`src/hw/rtl/rus_pkg.sv`:
```
// ----------------------------------------------------------------------------
// rus_pkg: shared types and constants of the RGB 3x3 unsharp mask
// Configuration layout, register indexes and the front-to-back queue entry.
// ----------------------------------------------------------------------------
`timescale 1ns / 1ps
`default_nettype none

package rus_pkg;

  localparam int SHARP_W = 5;
  localparam int IW_W    = 11;
  localparam int IH_W    = 16;
  localparam int PIX_W   = 24;
  localparam int CFG_DW  = 16;
  localparam int CFG_AW  = 2;

  localparam logic [CFG_AW-1:0] REG_SHARPNESS = 2'd0;
  localparam logic [CFG_AW-1:0] REG_WIDTH     = 2'd1;
  localparam logic [CFG_AW-1:0] REG_HEIGHT    = 2'd2;

  localparam logic [SHARP_W-1:0] SHARP_RST = 5'd2;
  localparam logic [IW_W-1:0]    IW_RST    = 11'd640;
  localparam logic [IH_W-1:0]    IH_RST    = 16'd480;

  // Smallest frame dimension the block works with.
  localparam int MIN_DIM = 3;

  localparam logic [7:0] CHAN_MAX = 8'd255;

  // Queue between front and back; depth is a power of two.
  localparam int QDEPTH = 4;
  localparam int QAW    = 2;
  localparam int QCW    = 3;

  typedef struct packed {
    logic [SHARP_W-1:0] sharpness;
    logic [IW_W-1:0]    image_width;
    logic [IH_W-1:0]    image_height;
  } cfg_t;

  // Pixels are packed red high, blue low inside the datapath.
  typedef struct packed {
    logic             is_pixel;  // shifts the window
    logic             has1;      // produces the window result
    logic             has2;      // produces the row-end or drain result
    logic             pass;      // window result passes the centre through
    logic             row_end;
    logic             fin;       // last pixel of the frame (drain only)
    logic [PIX_W-1:0] top;
    logic [PIX_W-1:0] mid;       // middle row pixel, or drained pixel
    logic [PIX_W-1:0] px;
  } entry_t;

endpackage

`default_nettype wire

```
`src/hw/rtl/rus_queue.sv`:
```
// ----------------------------------------------------------------------------
// rus_queue: short entry queue between front and back
// A small register FIFO that lets front and back stall independently.
// ----------------------------------------------------------------------------
`timescale 1ns / 1ps
`default_nettype none

module rus_queue (
  input  wire logic                     clk,
  input  wire logic                     rst,
  input  wire logic                     push,
  input  wire rus_pkg::entry_t          entry_in,
  input  wire logic                     pop,
  output rus_pkg::entry_t               head,
  output logic                          nonempty,
  output logic [rus_pkg::QCW-1:0]       count
);

  import rus_pkg::*;

  entry_t         mem [QDEPTH];
  logic [QAW-1:0] wr_ptr;
  logic [QAW-1:0] rd_ptr;

  always_ff @(posedge clk) begin
    if (push) begin
      mem[wr_ptr] <= entry_in;
    end
  end

  // Pointers wrap on their own since the depth is a power of two.
  always_ff @(posedge clk) begin
    if (rst) begin
      wr_ptr <= '0;
      rd_ptr <= '0;
      count  <= '0;
    end else begin
      if (push) begin
        wr_ptr <= wr_ptr + QAW'(1);
      end
      if (pop) begin
        rd_ptr <= rd_ptr + QAW'(1);
      end
      unique case ({push, pop})
        2'b10:   count <= count + QCW'(1);
        2'b01:   count <= count - QCW'(1);
        default: count <= count;
      endcase
    end
  end

  assign head     = mem[rd_ptr];
  assign nonempty = count != '0;

  a_no_overflow: assert property (@(posedge clk) disable iff (rst)
    push |-> (count < QCW'(QDEPTH) || pop))
    else $error("queue push while full");

  a_no_underflow: assert property (@(posedge clk) disable iff (rst)
    pop |-> count != '0)
    else $error("queue pop while empty");

endmodule

`default_nettype wire

```
`config.mk`:
```
export PLATFORM = sky130hd
export DESIGN_NAME = rus_queue
export DESIGN_NICKNAME = d
export VERILOG_FILES = /design/src/hw/rtl/rus_pkg.sv /design/src/hw/rtl/rus_queue.sv
export SDC_FILE = /design/constraint.sdc
export NUM_CORES = 1
export LEC_CHECK = 0
export BUFFER_PORTS_ARGS = -buffer_cell sky130_fd_sc_hd__buf_2
export CAP_MARGIN = 20
export CORE_MARGIN = 8
export CORE_UTILIZATION = 57
export CTS_CLUSTER_DIAMETER = 120
export DETAILED_ROUTE_END_ITERATION = 16
export PLACE_DENSITY = 0.79
export SYNTH_ARGS = -nofsm -noshare
export SYNTH_HDL_FRONTEND = slang
export SYNTH_SLANG_ARGS = --single-unit
```
`constraint.sdc`:
```
create_clock -name clk -period 3.8 [get_ports clk]
set_input_delay 0.76 -clock clk [delete_from_list [all_inputs] [get_ports clk]]
set_output_delay 0.76 -clock clk [all_outputs]
set_load 0.1 [all_outputs]
```
Word level (Yosys, flattened, before mapping)
Memory sizes are Yosys's and may differ from the RTL's. A register that Yosys moved wholly into a read port is not among the register bits.
Cells that the tools add are included.
{"block": "word_totals", "word_cells": 17, "n_memories": 1, "input_bits": 82, "ff_bits": 7, "ram_bits": 312}
{"memory": "mem", "depth": 4, "word_bits": 78, "read_ports": 1, "rd_ports_with_merged_regs": 1, "write_ports": 1, "line_no": "rus_queue.sv:21", "text": "entry_t mem [QDEPTH];"}
{"block": "op_classes", "mux": 5, "n_reduce_logical": 2, "n_eq_ne": 2, "add_sub_neg": 4}
{"cell": "case mux 3 bit (2 select lines)", "n": 1}
{"cell": "adder 2 x 1 -> 2 bit (second input constant)", "n": 2}
{"cell": "2-to-1 mux 2 bit", "n": 2}
{"cell": "adder 3 x 1 -> 3 bit (second input constant)", "n": 1}
{"cell": "nonzero test 3 bit", "n": 1}
{"cell": "subtractor 3 x 1 -> 3 bit (second input constant)", "n": 1}
{"cell": "equality test 2 x 1 -> 1 bit (second input constant)", "n": 1}
{"cell": "equality test 2 bit (second input constant)", "n": 1}
{"cell": "2-to-1 mux 1 bit", "n": 2}
{"cell": "nonzero test 2 bit", "n": 1}

Depth between registers and ports, before layout
{"block": "depth", "ltp_word": 3, "depth_mapped": 7}

Worst setup path after synthesis
OpenSTA, ideal clock, no wires.
{"block": "synth_timing", "path_type": "input to register", "from": "input push", "to": "memory mem[0][0] in the netlist's numbering (enable)", "arrival_ps": 2579, "required_ps": 3355, "path_buffers": 0, "path_slack_ps": 777, "path_stages": 1, "cell_sequence": "and2_1"}
{"block": "synth_via", "elab_chain_cells": 2}
{"element": "start: declaration", "line_no": "rus_queue.sv:11", "text": "input wire logic push,"}
{"element": "2-to-1 mux 1 bit", "line_no": "rus_queue.sv:26", "text": "if (push) begin"}
{"element": "2-to-1 mux 1 bit (implied by the code)", "line_no": "rus_queue.sv:27", "text": "mem[wr_ptr] <= entry_in;"}
{"element": "end: declaration", "line_no": "rus_queue.sv:21"}
Every way passes these cells.

==> results.py <==
metrics = {
    "status": {
        "status": "finished, final reports clean",
    },
    "setup_path": {
        "rr_endpoint": "mem[3][36]",
        "crit_buf_inv": 2,
        "slowest_delay_ps": 670,
        "r2r_start": "wr_ptr[0]",
        "arrival_ps": 2490,
        "end_kind": "primary output",
        "r2r_cells": 3,
        "critPathLaunchType": "register",
        "cp_data_required_time_ps": 3040,
        "r2r_slack_ps": 1830,
        "cp_max_fo": 25,
        "worst-path-stages": 3,
        "endpoint": "head[67]",
        "cp_cell_sequence": "buf_4 > mux4_2 > buf_2",
        "critPathTopFamily": "buffers and inverters",
        "cp_slowest_cell": "dfxtp_4",
        "critical_path_class": "reg2out",
    },
    "sta": {
        "skew_ps": 8.31,
        "worstMarginPinSlew_ps": 792,
        "fmax_mhz": 308,
        "slew_violations": 0,
        "timing.final.ws_setup_ps": 549,
        "fin_crit_sh": 0.856,
        "period_needed_ps": 3250,
        "slew_headroom": 0.472,
        "rsz0062_at_grt": "no",
        "finalSetupViolCount": 0,
        "hold_violations": 0,
        "tns_ps": 0,
    },
    "grt": {
        "grt_use_total": 0.170,
        "grt_pass1_vias": 5834,
        "gr-total-overflow": 0,
        "grt_pass1_wl_um": 33400,
        "antenna_found_initial": 0,
        "grt_start_max_net_pins": 53,
    },
    "power": {
        "peakVddDrop_v": 0.000449,
        "total_power_mw": 8.56,
        "power.density_nw_per_um2": 622,
        "leakagePower_nw": 4.66,
    },
    "clock_network": {
        "post_cts_buffers": 0,
        "numCtsBuffers": 31,
        "cts_sinks": 321,
        "path_clk_slew_ps": 60,
        "cts-htree-levels": 1,
        "clockBufferDepth": 3,
        "insertion_delay_ps": 530,
        "post_cts_resized": 0,
        "postCtsHoldBufs": 0,
        "cts_tree": "done",
        "cts_root_buf": "clkbuf_16",
    },
    "layout": {
        "final_cells": 932,
        "fillers": 1241,
        "drive_gt1_frac": 0.452,
        "area_delta_synth_final_pct": 17.6,
        "num_antenna_cells": 0,
        "layout.nets": 731,
    },
    "logic_synthesis": {
        "synthCells": 454,
        "synth_top_cell_by_area": "edfxtp_1",
        "syn_nets": 542,
        "synth_ff_type": "edfxtp_1",
        "synth_top_family_by_area": "multiplexers",
        "synth-adder-area-share": 0.00706,
        "netlist_area_um2": 11700,
        "yosysMostFrequentCell": "edfxtp_1",
        "yosysUniqueCellTypes": 20,
        "synthSimpleGateAreaFrac": 0.00609,
        "synthMuxAreaShare": 0.151,
        "synth_top_area_share": 0.801,
        "synth_edf_count": 312,
        "synth-async-reset-ratio": 0,
        "synth_xor_area_frac": 0.00374,
        "ys_seq_area_frac": 0.816,
        "synth_seq_cells": 321,
        "synthTopCellsByArea": "edfxtp_1, mux4_2, dfxtp_1",
        "syn-mean-instance-area_um2": 25.8,
        "synth_commonest_cells": "edfxtp_1, mux4_2, dfxtp_1",
        "synth_compound_area_frac": 0.00128,
        "ys.warnings.count": 0,
    },
    "route": {
        "route.detailed.drc": 0,
        "routed-via-count": 5236,
        "vias_per_cell": 5.62,
        "ant_nets": 0,
        "first_pass_iters": 5,
        "detail_route.wl_per_cell_um": 23.3,
        "drt-initial-drc-count": 339,
        "drt-total-wl_um": 21700,
    },
    "floorplanning": {
        "die_x_um": 159,
        "start_util": 0.580,
        "dieArea_um2": 25400,
        "num_rows": 52,
        "num_io_pins": 164,
        "design.core.area_um2": 20200,
        "chipHeight_um": 159,
    },
    "place": {
        "finalWeightedCongestion": 0.726,
        "portBuffers": 163,
        "place_inst": 880,
        "pre_cts_ws_ps": 1010,
        "hpwl_um": 13700,
    },
    "min_path": {
        "min_path_type": "in2reg",
    },
    "run": {
        "maxCapViolations": 0,
    },
}
## state kept, by name, summed over array words and instances (netlist names), named ones only
name,flops
count,3
wr_ptr,2
mem,312
rd_ptr,2
## per-stage QoR
| stage | hold WS (ps) | cell area, µm² | utilization |
|---|---|---|---|
| 2_1_floorplan | 485 | 11700 | - |
| 3_3_place_gp | 490 | 12800 | 0.636 |
| 3_5_place_dp | 529 | 12800 | 0.636 |
| 4_1_cts | 414 | 13800 | 0.682 |
| 5_1_grt | 415 | 13800 | 0.682 |
| 6_report | 440 | 13800 | 0.682 |
## area by class of cell
class                   count  area, µm²  area share
clock buffers              35        791      0.0575
repair buffers            175        931      0.0676
clock inverters            17        135     0.00982
inverters                   6       22.5     0.00164
well taps                 270        338      0.0245
flip-flops and latches    321       9560       0.694
multi-input cells         108       1990       0.145
## worst min-delay path by stage
stage / startpoint / to / cells past startpoint
6_report: entry_in[5] / mem[1][5] / 1
2_1_floorplan: rd_ptr[1] / register / 2
3_5_place_dp: rd_ptr[1] / register / 2
3_3_place_gp: count[2] / count[2] / 2
4_1_cts: entry_in[5] / mem[1][5] / 1
5_1_grt: entry_in[5] / mem[2][5] / 1
## power breakdown
part | internal, mW | switching (mW) | total, mW
clock network | 1.61 | 1.17 | 2.78
registers | 4.07 | 0.0721 | 4.14
logic | 0.338 | 1.31 | 1.64
total | 6.01 | 2.55 | 8.56
## per-layer routing
layer,up-vias,wire length (µm),global-route usage
li1,2303,-,-
met1,2730,8710,0.210
met2,174,11200,0.296
met3,29,1490,0.0442
met4,0,301,0.0377
met5,-,0,0
## layout by cell type, fill, tap and decap left out, types with 2 or more instances in the layout
cell type  netlist  layout
or3_1            2       2
a21oi_1          2       2
buf_2            4     163
clkbuf_1         6       4
inv_1            6       6
clkbuf_16        0      31
clkinv_4         0       2
nor2_1           8       8
xor2_1           3       3
dfxtp_1          9       7
buf_4            5      10
mux4_2          78      78
clkinv_2         0       4
ha_1             5       5
clkinv_1         0       8
bufinv_16        0       2
edfxtp_1       312     312
dfxtp_4          0       2
buf_12           3       2
and2_4           0       4
xnor2_1          2       2
## kinds of logic after synthesis
| group | after synthesis |
|---|---|
| simple gates | 15 |
| xor+xnor | 5 |
| mux | 79 |
| buf+inv | 25 |
| flops | 321 |
| fa+ha+maj | 6 |
| compound gates | 3 |
Note: power is estimated with default switching activity, not from simulation.
